--- config.mk ---
export PLATFORM = sky130hd
export DESIGN_NAME = base64_stream_decoder_unit
export DESIGN_NICKNAME = d
export VERILOG_FILES = /design/src/sv/b64sd_pkg.sv /design/src/sv/b64sd_decode.sv /design/src/sv/b64sd_out_queue.sv /design/src/sv/base64_stream_decoder_unit.sv
export VERILOG_INCLUDE_DIRS = /design/src /design/src/sv
export SDC_FILE = /design/constraint.sdc
export NUM_CORES = 1
export LEC_CHECK = 0
export BUFFER_PORTS_ARGS = -buffer_cell sky130_fd_sc_hd__clkbuf_2
export CORE_UTILIZATION = 55
export DETAILED_ROUTE_END_ITERATION = 10
export GPL_TIMING_DRIVEN = 0
export PLACE_DENSITY_LB_ADDON = 0.25
export SYNTH_ARGS = -nofsm -noshare
export SYNTH_HDL_FRONTEND = slang
export SYNTH_SLANG_ARGS = --single-unit
--- constraint.sdc ---
create_clock -name clk -period 4.5 [get_ports clk]
set_input_delay 0.225 -clock clk [delete_from_list [all_inputs] [get_ports clk]]
set_output_delay 0.225 -clock clk [all_outputs]
set_load 0.05 [all_outputs]
--- src/sv/base64_stream_decoder_unit_assert.svh ---
// assertion macros shared by the base64 stream decoder modules
`ifndef BASE64_STREAM_DECODER_UNIT_ASSERT_SVH
`define BASE64_STREAM_DECODER_UNIT_ASSERT_SVH

`ifndef NO_ASSERTIONS

// consequent checked in the same cycle as the antecedent
`define B64SD_ASSERT_SAME(label, ante, cons) \
  label: assert property (@(posedge clk) disable iff (rst) (ante) |-> (cons)) \
    else $error("b64sd assertion failed");

// consequent checked in the cycle after the antecedent
`define B64SD_ASSERT_NEXT(label, ante, cons) \
  label: assert property (@(posedge clk) disable iff (rst) (ante) |=> (cons)) \
    else $error("b64sd assertion failed");

`else

`define B64SD_ASSERT_SAME(label, ante, cons)
`define B64SD_ASSERT_NEXT(label, ante, cons)

`endif

`endif

--- src/sv/b64sd_pkg.sv ---
// types, character constants and sextet lookup for the base64 stream decoder
`timescale 1ns / 1ps

package b64sd_pkg;

  // most result words one input word can cause
  localparam int unsigned MAX_RES = 3;

  // character codes bounding the alphabet ranges
  localparam logic [7:0] CH_UPPER_A = 8'h41;
  localparam logic [7:0] CH_UPPER_Z = 8'h5A;
  localparam logic [7:0] CH_LOWER_A = 8'h61;
  localparam logic [7:0] CH_LOWER_Z = 8'h7A;
  localparam logic [7:0] CH_DIGIT_0 = 8'h30;
  localparam logic [7:0] CH_DIGIT_9 = 8'h39;
  localparam logic [7:0] CH_PLUS    = 8'h2B;
  localparam logic [7:0] CH_SLASH   = 8'h2F;

  // sextet values at the start of each range
  localparam logic [7:0] LOWER_BASE  = 8'd26;
  localparam logic [7:0] DIGIT_BASE  = 8'd52;
  localparam logic [5:0] SEXTET_PLUS  = 6'd62;
  localparam logic [5:0] SEXTET_SLASH = 6'd63;

  // one result word
  typedef struct packed {
    logic [7:0] out_byte;
    logic       byte_valid;
    logic       run_last;
    logic       msg_end;
  } res_t;

  // all result words caused by one input word
  typedef struct packed {
    logic [1:0]               count;
    res_t [MAX_RES-1:0]       res;
  } group_t;

  // decoded character
  typedef struct packed {
    logic       ok;
    logic [5:0] value;
  } sextet_t;

  // map a character to its sextet, ok low for padding and non-alphabet bytes
  function automatic sextet_t sextet_of(input logic [7:0] c);
    sextet_t s;
    s.ok    = 1'b1;
    s.value = '0;
    priority if (c >= CH_UPPER_A && c <= CH_UPPER_Z) begin
      s.value = 6'(c - CH_UPPER_A);
    end else if (c >= CH_LOWER_A && c <= CH_LOWER_Z) begin
      s.value = 6'(c - CH_LOWER_A + LOWER_BASE);
    end else if (c >= CH_DIGIT_0 && c <= CH_DIGIT_9) begin
      s.value = 6'(c - CH_DIGIT_0 + DIGIT_BASE);
    end else if (c == CH_PLUS) begin
      s.value = SEXTET_PLUS;
    end else if (c == CH_SLASH) begin
      s.value = SEXTET_SLASH;
    end else begin
      s.ok = 1'b0;
    end
    return s;
  endfunction

endpackage

--- src/sv/b64sd_decode.sv ---
// character decode, sextet collection and result group generation
`timescale 1ns / 1ps
`include "base64_stream_decoder_unit_assert.svh"

module b64sd_decode (
  input  logic              clk,
  input  logic              rst,
  input  logic              accept,
  input  logic [7:0]        in_char,
  input  logic              char_present,
  input  logic              msg_last,
  output b64sd_pkg::group_t grp
);

  logic [17:0]       sextet_buffer;
  logic [17:0]       sextet_buffer_next;
  logic [1:0]        sextet_count;
  logic [1:0]        sextet_count_next;
  logic              halted;
  logic              halted_next;
  logic [17:0]       buf_after;
  logic [1:0]        cnt_after;
  logic              group_full;
  logic [23:0]       word;
  b64sd_pkg::sextet_t sx;

  // next state and result group for the offered word
  always_comb begin
    sx         = b64sd_pkg::sextet_of(in_char);
    buf_after  = sextet_buffer;
    cnt_after  = sextet_count;
    halted_next = halted;
    group_full = 1'b0;
    word       = {sextet_buffer, sx.value};
    grp        = '0;

    // character step
    if (char_present && !halted) begin
      if (!sx.ok) begin
        halted_next = 1'b1;
      end else if (sextet_count == 2'd3) begin
        group_full = 1'b1;
        grp.count  = 2'd3;
        grp.res[0].out_byte   = word[23:16];
        grp.res[0].byte_valid = 1'b1;
        grp.res[1].out_byte   = word[15:8];
        grp.res[1].byte_valid = 1'b1;
        grp.res[2].out_byte   = word[7:0];
        grp.res[2].byte_valid = 1'b1;
        buf_after = '0;
        cnt_after = 2'd0;
      end else begin
        buf_after = {sextet_buffer[11:0], sx.value};
        cnt_after = sextet_count + 2'd1;
      end
    end

    sextet_buffer_next = buf_after;
    sextet_count_next  = cnt_after;

    // message end flush
    if (msg_last) begin
      if (!group_full) begin
        unique case (cnt_after)
          2'd2: begin
            grp.count = 2'd1;
            grp.res[0].out_byte   = buf_after[11:4];
            grp.res[0].byte_valid = 1'b1;
          end
          2'd3: begin
            grp.count = 2'd2;
            grp.res[0].out_byte   = buf_after[17:10];
            grp.res[0].byte_valid = 1'b1;
            grp.res[1].out_byte   = buf_after[9:2];
            grp.res[1].byte_valid = 1'b1;
          end
          default: begin
            grp.count = 2'd1;
          end
        endcase
      end
      sextet_buffer_next = '0;
      sextet_count_next  = 2'd0;
      halted_next        = 1'b0;
    end

    // end markers on the final word of the group
    for (int k = 0; k < int'(b64sd_pkg::MAX_RES); k++) begin
      grp.res[k].run_last = (grp.count == 2'(k + 1));
      grp.res[k].msg_end  = msg_last && (grp.count == 2'(k + 1));
    end
  end

  // decoder state
  always_ff @(posedge clk) begin
    if (rst) begin
      sextet_buffer <= '0;
      sextet_count  <= 2'd0;
      halted        <= 1'b0;
    end else if (accept) begin
      sextet_buffer <= sextet_buffer_next;
      sextet_count  <= sextet_count_next;
      halted        <= halted_next;
    end
  end

  `B64SD_ASSERT_NEXT(a_end_clears, accept && msg_last, sextet_count == 2'd0 && !halted)
  `B64SD_ASSERT_SAME(a_end_has_result, accept && msg_last, grp.count != 2'd0)
  `B64SD_ASSERT_NEXT(a_empty_holds, accept && !char_present && !msg_last, $stable(sextet_buffer) && $stable(sextet_count) && $stable(halted))

endmodule

--- src/sv/b64sd_out_queue.sv ---
// four-entry queue: a group in per cycle if room, one word out per cycle if ready
`timescale 1ns / 1ps
`include "base64_stream_decoder_unit_assert.svh"

module b64sd_out_queue (
  input  logic              clk,
  input  logic              rst,
  input  logic              push,
  input  b64sd_pkg::group_t grp,
  output logic              space,
  output logic              out_valid,
  input  logic              out_ready,
  output b64sd_pkg::res_t   head_res
);

  localparam int unsigned DEPTH = 4;
  localparam int unsigned PTR_W = $clog2(DEPTH);
  localparam int unsigned CNT_W = $clog2(DEPTH + 1);

  b64sd_pkg::res_t        entries [DEPTH];
  b64sd_pkg::res_t        entries_next [DEPTH];
  logic [DEPTH-1:0]       wr_en;
  logic [PTR_W-1:0]       offs [DEPTH];
  logic [PTR_W-1:0]       head;
  logic [PTR_W-1:0]       tail;
  logic [CNT_W-1:0]       count;
  logic [CNT_W-1:0]       count_after_pop;
  logic [CNT_W-1:0]       push_n;
  logic                   pop;

  // handshake and room for a full group
  assign out_valid       = (count != '0);
  assign pop             = out_valid && out_ready;
  assign count_after_pop = count - CNT_W'(pop);
  assign space           = (count_after_pop <= CNT_W'(DEPTH - b64sd_pkg::MAX_RES));
  assign push_n          = push ? CNT_W'(grp.count) : '0;
  assign head_res        = entries[head];

  // scatter the group into the slots after the tail
  always_comb begin
    for (int i = 0; i < int'(DEPTH); i++) begin
      offs[i]         = PTR_W'(i) - tail;
      wr_en[i]        = push && (CNT_W'(offs[i]) < CNT_W'(grp.count));
      entries_next[i] = entries[i];
      if (wr_en[i]) begin
        unique case (offs[i])
          2'd0:    entries_next[i] = grp.res[0];
          2'd1:    entries_next[i] = grp.res[1];
          default: entries_next[i] = grp.res[2];
        endcase
      end
    end
  end

  // queue payload
  always_ff @(posedge clk) begin
    for (int i = 0; i < int'(DEPTH); i++) begin
      entries[i] <= entries_next[i];
    end
  end

  // pointers and fill count
  always_ff @(posedge clk) begin
    if (rst) begin
      head  <= '0;
      tail  <= '0;
      count <= '0;
    end else begin
      head  <= head + PTR_W'(pop);
      tail  <= tail + PTR_W'(push_n);
      count <= count_after_pop + push_n;
    end
  end

  `B64SD_ASSERT_SAME(a_count_bound, 1'b1, count <= CNT_W'(DEPTH))
  `B64SD_ASSERT_SAME(a_push_has_room, push, space)
  `B64SD_ASSERT_NEXT(a_pop_drains, pop && !push, count == $past(count) - 1'b1)

endmodule

--- src/sv/base64_stream_decoder_unit.sv ---
// top level of the streaming base64 decoder
`timescale 1ns / 1ps
// Streaming base64 decoder. The s_ channel takes one text character per word
// (s_tuser marks a real character, s_tlast closes the message); the m_
// channel gives one decoded byte per word. An input word yields zero to three
// output words: three when it completes a group of four sextets, and at
// message end the leftover bytes or a bare end marker (m_tuser[0] low).
// m_tuser[1] flags the last output word caused by an input word; m_tlast
// flags the last output word of the message.
// Output words reach m_ behind any words already queued. The decode logic
// takes one input word per cycle while s_tready is high; the four-entry
// output queue sends one word per cycle while m_tready is high and accepts
// an input only when it has room for three more words, so s_tready drops
// for one cycle after a three-byte group while m_tready is high, and input
// keeps flowing while at most one word waits. A stalled receiver holds the
// queue head on m_ and s_tready falls once the queue cannot take another
// group. Reset clears the sextet buffer, the halt flag and the queue.

module base64_stream_decoder_unit (
  input  logic       clk,
  input  logic       rst,
  input  logic       s_tvalid,
  output logic       s_tready,
  input  logic [7:0] s_tdata,   // [7:0] in_char
  input  logic       s_tuser,   // [0] char_present
  input  logic       s_tlast,
  output logic       m_tvalid,
  input  logic       m_tready,
  output logic [7:0] m_tdata,   // [7:0] out_byte
  output logic [1:0] m_tuser,   // [0] byte_valid, [1] run_last
  output logic       m_tlast
);

  b64sd_pkg::group_t grp;
  b64sd_pkg::res_t   head_res;
  logic              accept;
  logic              space;

  assign s_tready = space;
  assign accept   = s_tvalid && s_tready;

  // character decode and group generation
  b64sd_decode u_decode (
    .clk          (clk),
    .rst          (rst),
    .accept       (accept),
    .in_char      (s_tdata),
    .char_present (s_tuser),
    .msg_last     (s_tlast),
    .grp          (grp)
  );

  // result queue
  b64sd_out_queue u_queue (
    .clk       (clk),
    .rst       (rst),
    .push      (accept),
    .grp       (grp),
    .space     (space),
    .out_valid (m_tvalid),
    .out_ready (m_tready),
    .head_res  (head_res)
  );

  // output word
  assign m_tdata = head_res.out_byte;
  assign m_tuser = {head_res.run_last, head_res.byte_valid};
  assign m_tlast = head_res.msg_end;

endmodule
---- Word level (Yosys, flattened, before mapping) ----
Memory sizes are Yosys's and may differ from the RTL's. A register that Yosys moved wholly into a read port is not among the register bits.
Index checks and enable logic that the tools add are counted.
operators by class
  reduce and logical (&&, ||, !) cells .... 23
  add/sub/neg operators ................... 14
  eq/ne operators ......................... 17
  magnitude comparators ................... 11
  muxes and demuxes ....................... 52
operator list
  operator                                                                          number
  9-bit two-way mux                                                                 11
  11-bit one-hot mux with 2 select lines                                            4
  11-bit two-way mux                                                                7
  18-bit two-way mux                                                                4
  6-bit two-way mux                                                                 5
  2-bit two-way mux                                                                 9
  9-bit one-hot mux with 2 select lines                                             1
  8-bit by 6-bit == test with 1-bit output, second input constant                   2
  8-bit by 7-bit >= comparator with 1-bit output, second input constant             2
  8-bit by 7-bit less-or-equal comparator with 1-bit output, second input constant  2
  1-bit logical AND                                                                 13
  6-bit subtractor, second input constant                                           2
  1-bit two-way mux                                                                 11
  2-bit by 1-bit == test with 1-bit output, second input constant                   5
  2-bit == test, second input constant                                              5
  8-bit by 6-bit >= comparator with 1-bit output, second input constant             1
  8-bit by 6-bit less-or-equal comparator with 1-bit output, second input constant  1
  2-bit logical NOT                                                                 4
  2-bit < comparator                                                                4
  6-bit by 5-bit adder with 6-bit output, second input constant                     1
  6-bit adder, second input constant                                                1
  3-bit AND reduction                                                               2
  6-bit by 1-bit subtractor with 6-bit output, second input constant                1
  1-bit inequality test, second input constant                                      4
  12 further kinds                                                                  15
word-level totals
  bits of input ports ..................... 14
  RAM bits ................................ 44
  word-level logic and storage cells ...... 125
  flip-flop bits (word level) ............. 28
  memories kept ........................... 1
memories
  name             words  width  read ports  clocked after Yosys merged registers in  wr ports  line                   source
  u_queue.entries  4      11     1           1                                        4         b64sd_out_queue.sv:20  b64sd_pkg::res_t entries [DEPTH];

---- Longest topological paths before layout ----
Gate-level depths: netlist (run 1).
  depth after elaboration ................. 16
  mapped depth ............................ 15

---- By module ----
A second synthesis (run 1) with hierarchy kept.
second synthesis, totals
  cells, all modules ...................... 470
  area total of the unflattened synthesis .. 4,789.6 µm²
by module, submodules not included
  module                      area each (µm²)  seq. area each (µm²)  cells each  instances
  b64sd_out_queue             2,925.3          1,461.4               242         1
  b64sd_decode                1,858.0          420.4                 227         1
  base64_stream_decoder_unit  6.3              0.0                   1           1

---- Worst setup path before layout (run 1) ----
No wires, ideal clock.
  kind .................................... reg-to-reg
  from .................................... reg u_queue.count[2]
  to ...................................... mem u_queue.entries[0][0] (netlist bit), enable pin
  stages on the path, launching flop included .. 10
  data required time ...................... 4.103 ns
  slack ................................... 0.604 ns
  clock period less this slack ............ 3.896 ns
  library setup time ...................... 0.397 ns
  arrival ................................. 3.499 ns
  cells stage by stage .................... dfxtp_1 -> or3_1 -> and2_1 -> ha_1 -> ha_1 -> xnor2_1 -> and2_1 -> nand2_1 -> clkbuf_1 -> a211oi_1
RTL lines
  item                    line                   source
  from (decl)             b64sd_out_queue.sv:26  logic [CNT_W-1:0] count;
  from (signal assigned)  b64sd_out_queue.sv:71  count <= count_after_pop + push_n;
  to (decl)               b64sd_out_queue.sv:20

==> results of run 1 <==
[cells in the mapped netlist, types with 8 or more instances]
master	number	area, sq um
a211oi_1	12	90.1
a21oi_1	18	90.1
a22oi_1	25	188
and2_1	9	56.3
buf_2	12	60.1
clkbuf_1	15	56.3
dfxtp_1	28	561
edfxtp_1	44	1320
ha_1	23	288
inv_1	25	93.8
mux4_2	11	248
nand2_1	37	139
nand3_1	15	75.1
nor2_1	51	191
nor2b_1	11	68.8
nor4_1	8	50.1
o211ai_1	10	75.1
o21ai_0	32	160
o221ai_1	29	254
[cell families after synthesis]
kind of cell / after synthesis / synth area share
AO/OA/AOI/OAI: 190 / 0.285
AND/OR/NAND/NOR: 169 / 0.168
flip-flops: 72 / 0.365
buffers and inverters: 60 / 0.0488
adder cells (fa/ha/maj): 24 / 0.0597
multiplexers: 18 / 0.0617
XOR/XNOR: 7 / 0.0119
[layer usage]
metal,vias to the layer above,share of wire,GRT usage
li1,2205,-,-
met1,2313,0.41,0.472
met2,334,0.45,0.525
met3,54,0.10,0.0631
met4,0,0.032,0.135
met5,-,0,0
[report_power, final]
part           leakage, nW  internal [mW]  total [mW]  switching, mW
Clock                0.100          0.259       0.538          0.278
Combinational         1.28          0.269       0.940          0.671
Sequential           0.626          0.777       0.809         0.0315
[stage by stage]
step           TNS (ns)  setup slack (ns)  instance area (sq um)
2_1_floorplan         0             0.604                   5150
3_3_place_gp     -25.98            -0.724                   5410
3_5_place_dp          0             0.251                   5460
4_1_cts               0             0.591                   5660
5_1_grt               0             0.307                   5660
6_report              0             0.509                   5660
[sequential cells by signal, summed over array words and instances (netlist names)]
| register | cells |
|---|---|
| u_queue.count | 3 |
| u_queue.tail | 2 |
| u_queue.head | 2 |
| u_decode.sextet_buffer | 18 |
| u_decode.halted | 1 |
| u_decode.sextet_count | 2 |
| u_queue.entries | 44 |
[final timing paths]
path | endpoint | start
setup / recovery | u_queue.entries[1][9]$_DFFE_PP_ | u_decode.sextet_count[1]$_SDFFE_PP0P_
hold / removal | u_queue.tail[1]$_SDFF_PP0_ | rst
setup reg to reg | u_queue.entries[1][9]$_DFFE_PP_ | u_decode.sextet_count[1]$_SDFFE_PP0P_
hold reg to reg | u_decode.halted$_SDFFE_PP0P_ | u_decode.halted$_SDFFE_PP0P_
[cell type report]
class                      instances  area (sq um)
multi-input combinational        408          3040
buffer                            35           158
inverter                          25          93.8
sequential                        72          1880
tap                              108           135
fill                             773          3230
timing repair buffer              28           150
clock inverter                     6          70.1
clock buffer                      10           128
[worst max-delay path, delay by kind of cell (launching register included)]
kind	cells	cell delay, ns
buf+inv	5	1.76
compound gates	2	0.66
fa+ha+maj	2	0.55
flops	1	0.54
simple gates	1	0.18
[cell usage in the layout, fill, tap and decap left out, types with 3 or more instances in the layout]
| master | Yosys | routed |
|---|---|---|
| a22oi_1 | 25 | 25 |
| edfxtp_1 | 44 | 44 |
| clkbuf_2 | 0 | 24 |
| nand4_1 | 6 | 6 |
| o221ai_1 | 29 | 29 |
| clkinv_4 | 0 | 4 |
| mux2i_1 | 7 | 7 |
| a211oi_1 | 12 | 8 |
| ha_1 | 23 | 23 |
| nor2_1 | 51 | 51 |
| mux4_2 | 11 | 11 |
| inv_1 | 25 | 25 |
| o21ai_0 | 32 | 32 |
| and2_1 | 9 | 9 |
| buf_1 | 5 | 5 |
| clkbuf_1 | 15 | 16 |
| o211ai_1 | 10 | 10 |
| nor3_1 | 5 | 5 |
| nand2b_1 | 6 | 6 |
| o21ai_1 | 3 | 3 |
| a21oi_1 | 18 | 18 |
| a32oi_1 | 6 | 6 |
| and3_1 | 7 | 7 |
| a221o_1 | 4 | 4 |
| nand2_1 | 37 | 37 |
| a221oi_1 | 5 | 5 |
| xnor2_1 | 5 | 5 |
| nor2b_1 | 11 | 11 |
| a21boi_0 | 3 | 3 |
| buf_4 | 3 | 7 |
| nor4_1 | 8 | 8 |
| o22ai_1 | 7 | 7 |
| a2111oi_0 | 3 | 3 |
| dfxtp_1 | 28 | 28 |
| clkbuf_8 | 0 | 9 |
| nand3_1 | 15 | 15 |
| buf_2 | 12 | 12 |
| a211oi_2 | 0 | 4 |
| a32oi_2 | 3 | 3 |
| a21o_1 | 4 | 4 |
==> impl_metrics.tcl, run 1 <==
set metrics [dict create \
    cts_sinks 72 \
    wire_per_inst_um 23.1 \
    post_cts_buffers 0 \
    drt_iter0_markers 572 \
    p_per_area_nw_per_um2 404 \
    syn_area_per_cell_sq_um 9.54 \
    synth.distinct_cells 71 \
    report.final.slew_viol_count 0 \
    netlist_area_sq_um 5150 \
    period_minus_slack_ns 3.99 \
    gp_congestion 1.05 \
    utilization 0.636 \
    hold_slack_ns 0.136 \
    cp.arrival_ns 4.05 \
    cts_tree "yes" \
    synth_nets 578 \
    htree_levels 3 \
    crit_chain "ha_1 > buf_1 > inv_1 > a21oi_1 > buf_2 > clkbuf_1 > nor2_1 > ha_1 > a211oi_2 > buf_4" \
    rsz0062_at_grt "no" \
    crit_path_end_kind "flop" \
    synthCells 540 \
    grt_pass1_vias 4552 \
    startpoint_type "flop" \
    ys_ff_latch 72 \
    placed_cells 676 \
    port_buffers 24 \
    drcViolationCount 0 \
    antenna_cells 0 \
    die_h_um 98.8 \
    die_w_um 98.8 \
    cts_buffer_depth 2 \
    cts_buffers 9 \
    grt.total_usage 0.340 \
    dr_total_vias 4906 \
    grt_overflow 0 \
    fin_cells 692 \
    path_common_cell "ha_1" \
    ant_nets 0 \
    rows 34 \
    yosysSeqAreaShare 0.365 \
    ys_warn_count 0 \
    power.total_mw 2.29 \
    ir_drop_mv 0.237 \
    crit_type "flop to flop" \
    ioPinCount 27 \
    status "finished, final reports clean" \
    yosys_most_used_dff "edfxtp_1" \
    postRouteWirelength_um 16000 \
    slowest_stage "dfxtp_1" \
    die_area_sq_um 9760 \
    synth_edf_count 44 \
    coreArea_sq_um 8890 \
    hold_violations 0 \
    vias_per_cell 7.09 \
    setup_viol 0 \
    fin_skew_ns 0.0156 \
    synthToLayoutAreaGrowth_pct 9.76 \
    async_reset_ff_frac 0 \
    initial_core_util 0.580 \
    ctsResizeCount 0 \
    grt_max_degree 14 \
    critPathRequiredTime_ns 4.56 \
    dr.pass1.iters 5 \
    final.period_utilization 0.887 \
    nets 617 \
    hold_class "input pin to flop" \
    worstHoldPathCells 3 \
    reg2reg_depth 10 \
    cts_root_buf "clkbuf_8" \
    clk_pin_slew_ns 0.08 \
    max_stage_delay_ns 0.54 \
    clk-insertion-delay-late_ns 0.36 \
    grt_antenna_before_repair 0 \
    cts_hold_buf 0 \
    drv_cap 0 \
    grt_first_pass_wirelength_um 25400 \
    critPathMaxFanout 10 \
    p_leak_nw 2.01 \
    dp_hpwl_um 11900 \
    layout-drive-gt1-share 0.161 \
    maxSlewHeadroom 0.423 \
    max_freq_ghz 0.251 \
    tightest_slew_ns 0.866 \
    r2r_setup_slack_ns 0.51 \
]
Power figures use the tool's default switching activity.
==> run 2: changes to the inputs <==
- ABC_CLOCK_PERIOD_IN_PS: default -> 4500
- CORE_UTILIZATION: 55 -> 50
- CTS_CLUSTER_DIAMETER: default -> 100
==> impl_metrics.tcl, run 2 (synthesis results as in run 1) <==
set metrics [dict create \
    status "finished, final reports clean" \
    period_minus_slack_ns 4.00 \
    initial_core_util 0.522 \
    crit_buf_inv 5 \
    path_common_cell "ha_1" \
    p_per_area_nw_per_um2 393 \
    critPathMaxFanout 10 \
    vias_per_cell 6.67 \
    startpoint_type "flop" \
    die_w_um 104 \
    hold_start "rst" \
    dr_total_vias 4779 \
    rsz0062_at_grt "no" \
    htree_levels 3 \
    dp_hpwl_um 11700 \
    cp.arrival_ns 4.08 \
    fin_skew_ns 0.0157 \
    grt_use_met2 0.483 \
    grt_max_degree 14 \
    die_area_sq_um 10700 \
    largest_register_ffs 44 \
    clk_pin_slew_ns 0.09 \
    crit_type "flop to flop" \
    final.period_utilization 0.890 \
    cts_buffers 9 \
    die_h_um 104 \
    cts_buffer_depth 2 \
    postRouteWirelength_um 15800 \
    worstSetupStartpoint "u_decode.sextet_count[1]$_SDFFE_PP0P_" \
    antenna_cells 0 \
    layout-drive-gt1-share 0.163 \
    crit_path_end_kind "flop" \
    max_freq_ghz 0.250 \
    port_buffers 24 \
    ir_drop_mv 0.200 \
    grt.total_usage 0.301 \
    dpl-instance-area_sq_um 5490 \
    setup_viol 0 \
    p_leak_nw 2.00 \
    cts_tree "yes" \
    hold_violations 0 \
    grt_antenna_before_repair 0 \
    regArea_sq_um 1880 \
    mostFrequentLayoutCells "51 x nor2_1, 44 x edfxtp_1, 37 x nand2_1" \
    design_area_sq_um 5670 \
    grt_pass1_vias 4668 \
    slowest_stage "dfxtp_1" \
    max_stage_delay_ns 0.55 \
    critPathRequiredTime_ns 4.57 \
    coreArea_sq_um 9860 \
    grt_first_pass_wirelength_um 25200 \
    gp_congestion 0.958 \
    ctsResizeCount 0 \
    top_regs "u_queue.entries (44), u_decode.sextet_buffer (18), u_queue.count (3)" \
    ioPinCount 27 \
    hold_class "input pin to flop" \
    rows 36 \
    nets 617 \
    tightest_slew_ns 0.950 \
    ant_nets 0 \
    cts_hold_buf 0 \
    cp_top_family "buffers and inverters" \
    timing.rr.start "u_decode.sextet_count[1]$_SDFFE_PP0P_" \
    clk-insertion-delay-late_ns 0.37 \
    multi_input_area_sq_um 3040 \
    maxSlewHeadroom 0.363 \
    grt_overflow 0 \
    largest_register "u_queue.entries" \
    gr-usage-met3 0.0680 \
    post_cts_buffers 0 \
    report.final.slew_viol_count 0 \
    drv_cap 0 \
    cts_sinks 72 \
    busiest_layer "met2" \
    synthToLayoutAreaGrowth_pct 10.1 \
    final_common_cell "nor2_1" \
    cts_root_buf "clkbuf_8" \
    wire_per_inst_um 22.0 \
    crit_chain "ha_1 > buf_1 > inv_1 > a21oi_1 > buf_2 > clkbuf_1 > nor2_1 > ha_1 > a211oi_2 > buf_4" \
    drt_iter0_markers 371 \
    utilization 0.575 \
    fillers 877 \
    drcViolationCount 0 \
    dr.pass1.iters 6 \
    grt_util_met1 0.396 \
]
-- run 2: changes by cell type in the layout (fill, tap and decap cells not counted), sizes merged --
cell / previous run / this run
bufinv: 1 / 0
clkinv: 5 / 4
clkinvlp: 0 / 1
inv: 25 / 26
-- run 2: final timing paths --
check | end | slack (ns) | cells after the start
worst min register to register | u_decode.halted$_SDFFE_PP0P_ | 0.54 | 2
worst max register to register | u_queue.entries[0][3]$_DFFE_PP_ | 0.50 | 10
worst max-delay path | u_queue.entries[0][3]$_DFFE_PP_ | 0.50 | 10
worst min-delay path | u_queue.tail[1]$_SDFF_PP0_ | 0.13 | 3
-- run 2: layout make-up --
type	instances	share of cell area
clock inverter	6	0.00772
multi-input combinational	408	0.536
sequential	72	0.332
timing repair buffer	28	0.0265
buffer	35	0.0278
clock buffer	10	0.0243
tap	133	0.0293
inverter	25	0.0165
-- run 2: tightest hold or removal path: stages --
cell and delay [ns]:
clkbuf_2 0.08, nand2b_1 0.09, o21ai_0 0.06
-- run 2: power by group --
part | switching, mW | total [mW] | leakage [nW] | internal, mW
registers | 0.0317 | 0.809 | 0.626 | 0.777
logic | 0.657 | 0.922 | 1.28 | 0.265
clock network | 0.279 | 0.496 | 0.0926 | 0.217
-- run 2: layer usage --
layer	share of wire	vias up	wire, um
met4	0.030	0	475
met3	0.086	47	1360
li1	-	2209	-
met5	0	-	0
met2	0.46	237	7200
met1	0.43	2286	6730
-- run 2: stage by stage --
stage / total power, mW / setup TNS, ns / setup slack [ns] / cells / hold WS (ns)
4_1_cts: 2.23 / 0 / 0.627 / 717 / 0.125
3_5_place_dp: 1.74 / 0 / 0.322 / 701 / 0.513
6_report: 2.23 / 0 / 0.497 / 717 / 0.126
5_1_grt: 2.32 / 0 / 0.375 / 717 / 0.188
2_1_floorplan: 1.49 / 0 / 0.604 / 540 / 0.405
3_3_place_gp: 1.70 / -26.56 / -0.730 / 697 / 0.513
